$ cat src/hdl/kcf_pkg.sv
package kcf_pkg;

   localparam int BASE_W      = 2;
   localparam int PATTERN_W   = 16;
   localparam int KLEN_W      = 4;
   localparam int WLEN_W      = 10;
   localparam int THR_W       = 10;
   localparam int COUNT_W     = 10;
   localparam int CSR_INDEX_W = 2;
   localparam int CSR_DATA_W  = 10;
   localparam int EPOCH_W     = 4;

   localparam logic [COUNT_W-1:0] COUNT_LIMIT = '1;
   localparam logic [EPOCH_W-1:0] EPOCH_LAST  = '1;

   localparam logic [KLEN_W-1:0] KLEN_RESET = 4'd4;
   localparam logic [WLEN_W-1:0] WLEN_RESET = 10'd512;
   localparam logic [THR_W-1:0]  THR_RESET  = 10'd3;

   // result queue
   localparam int RSP_DEPTH = 4;
   localparam int RSP_PTR_W = 2;
   localparam int RSP_CNT_W = 3;

   typedef enum logic [CSR_INDEX_W-1:0] {
      CSR_KMER_LENGTH   = 2'd0,
      CSR_WINDOW_LENGTH = 2'd1,
      CSR_THRESHOLD     = 2'd2
   } csr_index_type;

   typedef enum logic {
      TBL_CLEAR,
      TBL_RUN
   } tbl_state_type;

   typedef struct packed {
      logic valid;
      logic start;
      logic lv_ok;
      logic en_ok;
   } item_flags_type;

   typedef struct packed {
      logic [EPOCH_W-1:0] tag;
      logic               mark;
      logic [COUNT_W-1:0] count;
   } tbl_entry_type;

endpackage

$ cat src/hdl/kcf_rsp_queue.sv
module kcf_rsp_queue import kcf_pkg::*; (
   input  logic                 clock,
   input  logic                 reset,
   input  logic                 reserve,
   input  logic                 release_slot,
   input  logic                 push,
   input  logic [PATTERN_W-1:0] push_data,
   output logic                 room,
   output logic                 out_valid,
   input  logic                 out_ready,
   output logic [PATTERN_W-1:0] out_pattern
);

   logic [PATTERN_W-1:0] q_mem [RSP_DEPTH];
   logic [RSP_PTR_W-1:0] wr_ptr_ff, wr_ptr_in, rd_ptr_ff, rd_ptr_in;
   logic [RSP_CNT_W-1:0] fill_ff, fill_in, resv_ff, resv_in;
   logic                 pop;

   // a slot is reserved per item in flight and freed once it is known to give no result
   always_comb begin
      pop       = out_valid && out_ready;
      wr_ptr_in = push ? wr_ptr_ff + RSP_PTR_W'(1) : wr_ptr_ff;
      rd_ptr_in = pop ? rd_ptr_ff + RSP_PTR_W'(1) : rd_ptr_ff;
      fill_in   = fill_ff + RSP_CNT_W'(push) - RSP_CNT_W'(pop);
      resv_in   = resv_ff + RSP_CNT_W'(reserve) - RSP_CNT_W'(release_slot)
                  - RSP_CNT_W'(pop);
   end

   always_ff @(posedge clock) begin
      if (reset) begin
         wr_ptr_ff <= '0;
         rd_ptr_ff <= '0;
         fill_ff   <= '0;
         resv_ff   <= '0;
      end else begin
         wr_ptr_ff <= wr_ptr_in;
         rd_ptr_ff <= rd_ptr_in;
         fill_ff   <= fill_in;
         resv_ff   <= resv_in;
      end
   end

   always_ff @(posedge clock) begin
      if (push) begin
         q_mem[wr_ptr_ff] <= push_data;
      end
   end

   assign room        = (resv_ff < RSP_CNT_W'(RSP_DEPTH));
   assign out_valid   = (fill_ff != '0);
   assign out_pattern = q_mem[rd_ptr_ff];

endmodule
$ cat config.mk
export PLATFORM = sky130hd
export DESIGN_NAME = kcf_rsp_queue
export DESIGN_NICKNAME = d
export VERILOG_FILES = /design/src/hdl/kcf_pkg.sv /design/src/hdl/kcf_rsp_queue.sv
export SDC_FILE = /design/constraint.sdc
export NUM_CORES = 1
export LEC_CHECK = 0
export ABC_AREA = 0
export BUFFER_PORTS_ARGS = -buffer_cell sky130_fd_sc_hd__buf_2
export CAP_MARGIN = 40
export CORE_MARGIN = 2
export CORE_UTILIZATION = 55
export CTS_CLUSTER_SIZE = 8
export DETAILED_ROUTE_END_ITERATION = 12
export GPL_ROUTABILITY_DRIVEN = 0
export GPL_TIMING_DRIVEN = 0
export PLACE_DENSITY = 0.85
export SYNTH_ARGS = -nofsm -noshare
export SYNTH_HDL_FRONTEND = slang
export SYNTH_SLANG_ARGS = --single-unit
$ cat constraint.sdc
create_clock -name clock -period 2.5 [get_ports clock]
set_clock_uncertainty 0.05 [all_clocks]
set_input_delay 0.5 -clock clock [delete_from_list [all_inputs] [get_ports clock]]
set_output_delay 0.5 -clock clock [all_outputs]
set_load 0.005 [all_outputs]
**Word level (Yosys, flattened, before mapping)**

Memory sizes are Yosys's and may differ from the RTL's. A register that Yosys moved wholly into a read port is not among the register bits.
Index checks and enable logic that the tools add are counted.

- RAM bits: 64
- Output and inout port bits: 18
- Memories kept: 1
- Bits in registers: 10
- Latch bits: 0
- Word-level logic and storage cells: 19
- Bits of input ports: 22
- Bits in read-only memories: 0

- Multiplexer cells: 4
- Multipliers: 0
- Bitwise operators: 0
- Div/mod/pow operators: 0
- Reduce and logical (&&, ||, !) cells: 2
- Add/subtract/negate cells: 7
- Equal/unequal tests: 0
- Shifts and indexed selects: 0
- Magnitude comparators: 1

Memory list:

| memory | words | bits a word | read ports | clocked after memory_dff | wr ports | line | text |
|---|---|---|---|---|---|---|---|
| q_mem | 4 | 16 | 1 | 1 | 1 | kcf_rsp_queue.sv:14 | `logic [PATTERN_W-1:0] q_mem [RSP_DEPTH];` |

Operators with widths:

| cell | count |
|---|---|
| 3-bit by 1-bit subtractor with 3-bit output | 3 |
| 3-bit by 1-bit adder with 3-bit output | 2 |
| 2-bit by 1-bit adder with 2-bit output (second input constant) | 2 |
| 2-bit 2-to-1 mux | 2 |
| 3-bit less-than comparator (second input constant) | 1 |
| 3-bit nonzero test | 1 |
| 1-bit 2-to-1 mux | 2 |
| 1-bit logical AND | 1 |

**Depth between registers and ports, before layout**

Gate-level depths: netlist of run 1.

- Depth in word-level cells: 4
- Mapped depth: 9
- Depth with buffers taken out: 9

**Least setup slack after synthesis of run 1**

Ideal clock, no wire load.

- Kind: input -> register
- From: input out_ready
- To: register resv_ff[2]
- Path slack: 0.579 ns
- Library setup time: 0.065 ns
- Cell stages on the path: 9
- Data required time: 2.385 ns
- Buffers on the path: 0
- Data arrival time: 1.806 ns
- Cells stage by stage: o31a_1 -> inv_1 -> fa_1 -> inv_1 -> ha_1 -> inv_1 -> ha_1 -> xnor3_1 -> nor2_1

- Word-level cells in the longest chain between the ends: 2

Ends and longest elaborated chain:

| what | line | text |
|---|---|---|
| from (decl) | kcf_rsp_queue.sv:10 | `input logic out_ready,` |
| 1-bit logical AND | kcf_rsp_queue.sv:21 | `pop = out_valid && out_ready;` |
| 3-bit by 1-bit subtractor with 3-bit output | kcf_rsp_queue.sv:26 | `- RSP_CNT_W'(pop);` |
| to (signal assigned) | kcf_rsp_queue.sv:39 | `resv_ff <= resv_in;` |
| to (decl) | kcf_rsp_queue.sv:16 | `logic [RSP_CNT_W-1:0] fill_ff, fill_in, resv_ff, resv_in;` |

No other way between the ends.
A chain may end at the register's enable or synchronous reset.

==> summary.txt, run 1 <==
Status
  • Status: finished clean

Worst hold path
  • Hold path depth: 1
  • Worst min path class: in -> reg

Detailed routing
  • M1 WL: 2010 um
  • Met2 wire length: 2420 um
  • Via Count: 1428
  • 1st-iter DRT viols: between 70 and 80
  • Met3 Routed Length: approximately 220 um
  • Routed wire length: ~4700 um
  • ANT nets after route: 0
  • WL/cell: around 17 um
  • Top layer in use: met4
  • Avg Vias per Cell: roughly 5.3
  • DRC viols: 0
  • First drt pass iteration count: 4

Critical path
  • R2R depth: 9
  • WP data required: approximately 2.0 ns
  • R2R Setup Slk: about 0.45 ns
  • Critical path arrival: ~1.6 ns
  • WS Path Type: reg -> out
  • CP endpoint kind: output pin
  • Crit start category: flop
  • CP Max Fanout: 10

Synth
  • Gate Count Post-Synth: approximately 150
  • Post-Syn Nets: roughly 180
  • Avg Cell Area, Syn: 20.5 um2
  • Yosys Warn Count: 0
  • Most area-consuming cells after synthesis: edfxtp_1 64%, dfxtp_1 8.0%, mux4_2 7.5%, mux4_1 5.3%, ha_1 3.8%
  • Sequential element share of the synthesized area: 0.722
  • Distinct cells, synth: 22
  • #FFs+latches synth: 76
  • Leading area contributor after synthesis: edfxtp_1
  • Share of the synthesized area in the top cell type: 0.642
  • Mapped Area: around 3000 um2

Global route
  • Vias in the first global route: ~1500
  • Grt ovf: 0
  • First-pass GRT wire length: about 7500 um
  • Antenna violations before repair: 0
  • Pin count of the biggest net entering global routing: 17
  • Tot GR Track Use: 0.173

Clock network
  • Post-CTS sizing: 0
  • Worst-path clk slew: roughly 0.080 ns
  • Hold Buf Count CTS: 0
  • Clk sinks: 76
  • TritonCTS clock tree: done
  • CTS Buffer Depth: 2
  • CTS Root Cell: clkbuf_8
  • CTS buffer count: 9
  • H-tree depth: 3
  • Clk Latency, worst-skew pair: 0.34 ns
  • Postcts setup bufs: 0

Floorplanning
  • Core Region: about 5200 um2
  • Initial Util: 0.579
  • Die Y: 77.8 um
  • Row count: 26
  • Die width: 77.8 um
  • I/O pins: 40
  • Die Area: between 6000 and 7000 um2

Place
  • Dpl hpwl: 3140 um
  • Inst Count DP: 255
  • Port Buffers: 39

Layout
  • Synthesis-to-finish area growth: 15.5%
  • Ant diodes: 0
  • Fraction of final layout cells sized beyond drive strength 1: 0.348
  • Net count reported at finish: roughly 230
  • Fin cells: 271

Timing
  • Slew headroom: 0.432
  • Hold Violations, Final: 0
  • Min Tclk post-route: roughly 2.2 ns
  • Slew @ Worst Pin: between 0.8 and 0.9 ns
  • Fmax: ~0.46 GHz
  • Fin crit share: 0.873
  • Setup TNS: 0 ns
  • RSZ-0062 raised after global routing: no
  • Endpoints failing setup: 0
  • Slew Limit Fails: 0

Power
  • Leakage: ~1.3 nW
  • Post-layout total power: between 3 and 4 mW
  • Power per Cell Area: about 900 nW/um2
  • Max VDD drop: about 0.00043 V

Flow run
  • Maxcap violations: 0
==> area by class of cell <==
class                           count  area (um2)
Inverter                           12        45.0
Tap cell                           70        87.6
Buffer                              5        45.0
Clock inverter                      7        57.6
Clock buffer                        9         124
Timing Repair Buffer               39         195
Sequential cell                    76        2160
Multi-Input combinational cell     53         743
Fill cell                         339        1710
==> state kept, by name, summed over array words and instances, names as in the netlist, named ones only <==
register   cells
fill_ff        3
q_mem         64
rd_ptr_ff      2
resv_ff        3
wr_ptr_ff      2
==> kinds of logic after synthesis <==
family | count (synthesis) | share of synthesized area
DFF | 76 | 0.722
muxes | 20 | 0.142
buffers and inverters | 17 | 0.0301
and+or+nand+nor | 17 | 0.0305
adders and majority gates | 11 | 0.0510
xor gates and xnor gates | 3 | 0.0184
AOI/OAI and AO/OA | 2 | 0.00585
==> cell usage after synthesis <==
cell type  count
edfxtp_1      64
mux4_1         6
fa_1           2
xnor3_1        1
xor3_1         1
ha_1           9
mux2_2         3
inv_1         12
o31a_1         1
clkbuf_1       1
nor2b_1        6
mux4_2        10
dfxtp_1       12
mux2i_1        1
buf_2          2
buf_6          1
and2_1         4
buf_12         1
or3_1          1
xnor2_1        1
o311ai_0       1
nor2_1         6
==> critical path, cell delays in order, from the launching register on <==
cell and delay, ns:
dfxtp_1 0.33, buf_6 0.15, buf_12 0.16, mux4_2 0.51
buf_2 0.14
==> power breakdown <==
part,total (mW),switching (mW),internal [mW]
Sequential,1.54,0.0521,1.49
Combinational,0.719,0.304,0.415
Clock,0.852,0.406,0.447
==> routing by layer <==
| metal | up-vias | global-route usage |
|---|---|---|
| met1 | 712 | 0.206 |
| met2 | 40 | 0.293 |
| met3 | 9 | 0.0500 |
| met5 | - | 0 |
| met4 | 0 | 0.0768 |
| li1 | 667 | - |
==> worst paths after layout <==
kind	endpoint	from
worst max-delay path	out_pattern[5]	flop
worst min-delay path	q_mem[0][6]	push_data[6]
worst min register to register	wr_ptr_ff[1]	wr_ptr_ff[1]
worst max register to register	resv_ff[2]	fill_ff[1]
==> per-stage QoR <==
| step | util | area, um2 | hold slack [ns] | setup WS [ns] |
|---|---|---|---|---|
| floorplan | - | 3000 | 0.464 | 0.579 |
| global placement | 0.634 | 3280 | 0.485 | 0.419 |
| detailed placement | 0.634 | 3280 | 0.508 | 0.297 |
| CTS | 0.669 | 3460 | 0.309 | 0.285 |
| global route | 0.669 | 3460 | 0.308 | 0.230 |
| finish | 0.669 | 3460 | 0.325 | 0.317 |
==> layout by cell type (no fill, tap or decap) <==
master	instances
mux2i_1	1
clkbuf_1	1
nor2_1	6
or3_1	1
xnor2_1	1
nor2b_1	6
mux4_1	6
fa_1	2
xnor3_1	1
xor3_1	1
buf_2	41
mux2_2	3
clkinv_1	2
edfxtp_1	64
ha_1	9
buf_6	1
inv_1	12
o311ai_0	1
o31a_1	1
dfxtp_1	12
clkbuf_8	9
buf_12	1
mux4_2	10
bufinv_16	1
and2_1	4
clkinv_2	4
(Power assumes the default switching activity.)
==> inputs of run 2 (changes only) <==
==> constraint.sdc (replaced) <==
create_clock -name clock -period 2.5 [get_ports clock]
set_clock_uncertainty 0.05 [all_clocks]
set_input_delay 0 -clock clock [delete_from_list [all_inputs] [get_ports clock]]
set_output_delay 0 -clock clock [all_outputs]
set_load 0.005 [all_outputs]
==> run 2 against run 1 <==
Net effect: sequential cell count unchanged; non-clock buffer count increased by 17; critical path depth grew 5; register-to-register slack about the same; largest cell class unchanged.
==> summary.txt, run 2 (synthesized netlist as in run 1, its figures left out) <==
Critical path
  • WS Path Type: reg -> reg
  • CP Max Fanout: 5
  • WP data required: between 2 and 3 ns
  • Critical path arrival: around 2.3 ns
  • Reg2Reg Launch Point: fill_ff[1]
  • Critical Path Start: fill_ff[1]
  • CP endpoint kind: flop
  • Crit start category: flop

Timing
  • Slew Limit Fails: 0
  • Setup TNS: 0 ns
  • Endpoints failing setup: 0
  • Slew headroom: 0.421
  • RSZ-0062 raised after global routing: no
  • Slew @ Worst Pin: approximately 0.87 ns
  • Fin crit share: 0.818
  • Min Tclk post-route: around 2.0 ns
  • Fmax: around 0.5 GHz
  • Hold Violations, Final: 0

Detailed routing
  • Via Count: between 1000 and 1500
  • 1st-iter DRT viols: 50
  • Avg Vias per Cell: a little over 5
  • First drt pass iteration count: 4
  • ANT nets after route: 0
  • WL/cell: 16.8 um
  • Routed wire length: 4840 um
  • DRC viols: 0

Worst hold path
  • Hold path start: out_ready
  • Worst min path class: in -> reg

Global route
  • Grt ovf: 0
  • Antenna violations before repair: 0
  • Pin count of the biggest net entering global routing: 17
  • First-pass GRT wire length: between 7000 and 8000 um
  • Tot GR Track Use: 0.177
  • Vias in the first global route: approximately 1600

Layout
  • Max FFs per register: 64
  • Register Area: 2160 um2
  • Fin util: 0.702
  • Net count reported at finish: between 200 and 250
  • Fill cells: around 330
  • Synthesis-to-finish area growth: 21.2%
  • Top flop regs: q_mem (64), fill_ff (3), resv_ff (3)
  • Fraction of final layout cells sized beyond drive strength 1: 0.321
  • Most common cell after layout, fill and taps aside: edfxtp_1
  • Most frequent cells in the layout: 64 x edfxtp_1, 41 x buf_2, 17 x dlygate4sd3_1
  • Ant diodes: 0
  • Largest register by flop count: q_mem
  • Multi-input logic area: approximately 740 um2

Floorplanning
  • Core Region: 5170 um2
  • Die width: 77.8 um
  • Die Y: between 70 and 80 um
  • Die Area: about 6000 um2
  • Initial Util: 0.579
  • Row count: 26
  • I/O pins: 40

Power
  • Max VDD drop: roughly 0.00042 V
  • Leakage: between 1 and 1.5 nW
  • Power per Cell Area: around 860 nW/um2
  • Post-layout total power: about 3.1 mW

Place
  • Port Buffers: 39
  • Dpl hpwl: approximately 3100 um

Clock network
  • Postcts setup bufs: 0
  • CTS Buffer Depth: 2
  • H-tree depth: 3
  • Worst-path clk slew: around 0.070 ns
  • Clk sinks: 76
  • CTS Root Cell: clkbuf_8
  • CTS buffer count: 9
  • Clk Latency, worst-skew pair: about 0.34 ns
  • TritonCTS clock tree: done

Flow run
  • Maxcap violations: 0

Status
  • Status: finished clean
## run 2: critical path: stages (launching register included)
cell     delay (ns)
dfxtp_1        0.39
o31a_1         0.25
inv_1          0.08
fa_1           0.39
inv_1          0.08
ha_1           0.22
inv_1          0.07
ha_1           0.15
xnor3_1        0.21
nor2_1         0.08
## run 2: repair_timing
item / CTS / global route
hold buffers: 17 / 0
endpoints found under the hold margin: 66 / 0
resized for setup: 0 / 0
## run 2: final timing paths
check	end	slack (ns)	cells after the start
max	resv_ff[2]	0.46	9
min	flop	0.02	3
max reg2reg	resv_ff[2]	0.46	9
min reg2reg	wr_ptr_ff[1]	0.51	2
## run 2: final cells by class
class | instances | share of cell area
Inverter | 12 | 0.0124
Tap cell | 70 | 0.0241
Clock inverter | 7 | 0.0159
Multi-Input combinational cell | 53 | 0.205
Timing Repair Buffer | 56 | 0.101
Clock buffer | 9 | 0.0341
Buffer | 5 | 0.0124
Sequential cell | 76 | 0.596
## run 2: power by group
group	switching, mW	leakage [nW]	internal [mW]
logic	0.309	0.575	0.433
registers	0.0519	0.687	1.49
clock network	0.406	0.0976	0.447
## run 2: metal layers
| layer | up-vias | share of wire | global-route usage |
|---|---|---|---|
| met2 | 42 | 0.52 | 0.306 |
| met1 | 731 | 0.43 | 0.207 |
| li1 | 703 | - | - |
| met5 | - | 0 | 0 |
| met4 | 0 | 0.013 | 0.0750 |
| met3 | 7 | 0.044 | 0.0500 |
## run 2: stage by stage
stage / worst slack, ns / hold WS [ns] / instances / instance area [um2]
global route: 0.341 / 0.0200 / 288 / 3630
CTS: 0.446 / 0.000133 / 288 / 3630
detailed placement: 0.479 / 0.168 / 255 / 3280
floorplan: 0.608 / 0.0489 / 146 / 3000
finish: 0.456 / 0.0224 / 288 / 3630
global placement: 0.559 / 0.161 / 255 / 3280
==> inputs of run 3 (changes only) <==
==> constraint.sdc (replaced) <==
create_clock -name clock -period 1.95 [get_ports clock]
set_clock_uncertainty 0.05 [all_clocks]
set_input_delay 0 -clock clock [delete_from_list [all_inputs] [get_ports clock]]
set_output_delay 0 -clock clock [all_outputs]
set_load 0.005 [all_outputs]
==> run 3 against run 2 <==
Net effect: sequential power grew 29%; hold slack is essentially flat; register-to-register slack lost 0.42 ns; cell count grew 1.4%.
==> summary.txt, run 3 (synthesized netlist as in run 1, its figures left out) <==
Status
  • Status: finished clean

Timing
  • Final worst slack: approximately 0.034 ns
  • Fin crit share: 0.982
  • Slew Limit Fails: 0
  • Min Tclk post-route: 1.92 ns
  • Slew @ Worst Pin: roughly 0.87 ns
  • RSZ-0062 raised after global routing: yes
  • Slew headroom: 0.420
  • Hold Violations, Final: 0
  • Endpoints failing setup: 0
  • Fmax: around 0.52 GHz
  • Setup TNS: 0 ns

Critical path
  • WS Path Type: reg -> reg
  • Critical path arrival: about 2.1 ns
  • Crit start category: flop
  • CP Max Fanout: 4
  • WP data required: between 2 and 2.5 ns
  • CP endpoint kind: flop

Floorplanning
  • I/O pins: 40
  • Row count: 26
  • Die width: between 70 and 80 um
  • Die Y: roughly 78 um
  • Core Region: a little over 5000 um2
  • Initial Util: 0.579
  • Die Area: about 6100 um2

Power
  • Leakage: 1.37 nW
  • Post-layout total power: 4.11 mW
  • Power per Cell Area: between 1000 and 1500 nW/um2
  • Clock power share: 0.266
  • Pint: a little over 3 mW
  • Switching part of the total power: 0.246
  • Psw: between 1 and 1.5 mW
  • Combinational share of power: 0.252
  • Flop pwr share: 0.482
  • Max VDD drop: 0.000533 V

Clock network
  • Clk Latency, worst-skew pair: 0.34 ns
  • CTS Buffer Depth: 2
  • CTS Root Cell: clkbuf_8
  • TritonCTS clock tree: done
  • Clk sinks: 76
  • H-tree depth: 3
  • Worst-path clk slew: around 0.070 ns
  • CTS buffer count: 9

Place
  • Port Buffers: 39
  • Dpl hpwl: about 3100 um
  • Dpl ws: -0.0706 ns

Detailed routing
  • 1st-iter DRT viols: 53
  • DRC viols: 0
  • WL/cell: approximately 17 um
  • ANT nets after route: 0
  • First drt pass iteration count: 4
  • Routed wire length: between 4000 and 5000 um
  • Avg Vias per Cell: between 5 and 6
  • Via Count: 1498

Global route
  • Grt ovf: 0
  • Vias in the first global route: between 1500 and 2000
  • Tot GR Track Use: 0.179
  • Antenna violations before repair: 0
  • First-pass GRT wire length: 7760 um
  • Pin count of the biggest net entering global routing: 17

Layout
  • Largest register by flop count: q_mem
  • Max FFs per register: 64
  • Ant diodes: 0
  • Most common cell after layout, fill and taps aside: edfxtp_1
  • Net count reported at finish: between 200 and 300
  • Fraction of final layout cells sized beyond drive strength 1: 0.378
  • Synthesis-to-finish area growth: 23.1%
  • Most frequent cells in the layout: 64 x edfxtp_1, 41 x buf_2, 17 x dlygate4sd3_1
  • Top flop regs: q_mem (64), fill_ff (3), resv_ff (3)

Flow run
  • Maxcap violations: 0

Worst hold path
  • Worst min path class: in -> reg
-- run 3: cell types whose count changed in the layout (fill, tap and decap cells not counted) --
cell / change
inv_2: +2
fa_1: -2
inv_1: -2
ha_1: -3
fa_2: +2
dfxtp_1: -3
ha_4: +1
dfxtp_2: +3
ha_2: +2
buf_4: +4
-- run 3: path summary, 6_finish.rpt --
kind / end / cells past startpoint / slack (ns) / startpoint
setup reg to reg: fill_ff[1] / 6 / 0.03 / fill_ff[0]
setup / recovery: fill_ff[1] / 6 / 0.03 / fill_ff[0]
hold reg to reg: wr_ptr_ff[1] / 2 / 0.52 / wr_ptr_ff[1]
hold / removal: flop / 3 / 0.02 / reset
-- run 3: per-stage QoR --
step	instance area, um2	hold WS [ns]	std cells	util
4_1_cts	3650	0.000133	290	0.706
5_1_grt	3690	0.0290	292	0.713
2_1_floorplan	3000	0.0489	146	-
3_3_place_gp	3280	0.161	255	0.634
3_5_place_dp	3280	0.168	255	0.634
6_report	3690	0.0222	292	0.713
-- run 3: worst max-delay path, cell delays in order, from the launching register on --
cell	delay [ns]
dfxtp_2	0.33
o31a_1	0.33
ha_1	0.30
inv_1	0.06
ha_2	0.17
fa_2	0.42
nor2b_1	0.13
-- run 3: power by group through the flow --
stage	logic [mW]	clock network (mW)	registers [mW]
floorplan	0.656	0	1.99
global placement	0.877	0	2.00
detailed placement	0.935	0	2.01
CTS	0.995	1.12	1.98
global route	1.15	1.18	2.00
finish	1.03	1.09	1.98
-- run 3: metal layers --
layer / global-route usage / part of all wire / vias to the layer above
met1: 0.207 / 0.42 / 735
met3: 0.0512 / 0.049 / 12
met4: 0.0821 / 0.014 / 0
met5: 0 / 0 / -
met2: 0.309 / 0.52 / 44
li1: - / - / 707
-- run 3: cell type report --
type	instances	area [um2]
Fill cell	318	1490
Clock buffer	9	124
Clock inverter	7	57.6
Tap cell	70	87.6
Sequential cell	76	2170
Multi-Input combinational cell	53	766
Timing Repair Buffer	60	395
Buffer	5	45.0
Inverter	12	45.0
-- run 3: repair_timing --
action                     4_1_cts  5_1_grt
setup buffers                    2        2
setup endpoints to repair        4        4
pin swaps                        1        2
gates resized for setup          4        7
hold endpoints to repair        66        0
hold buffers                    17        0
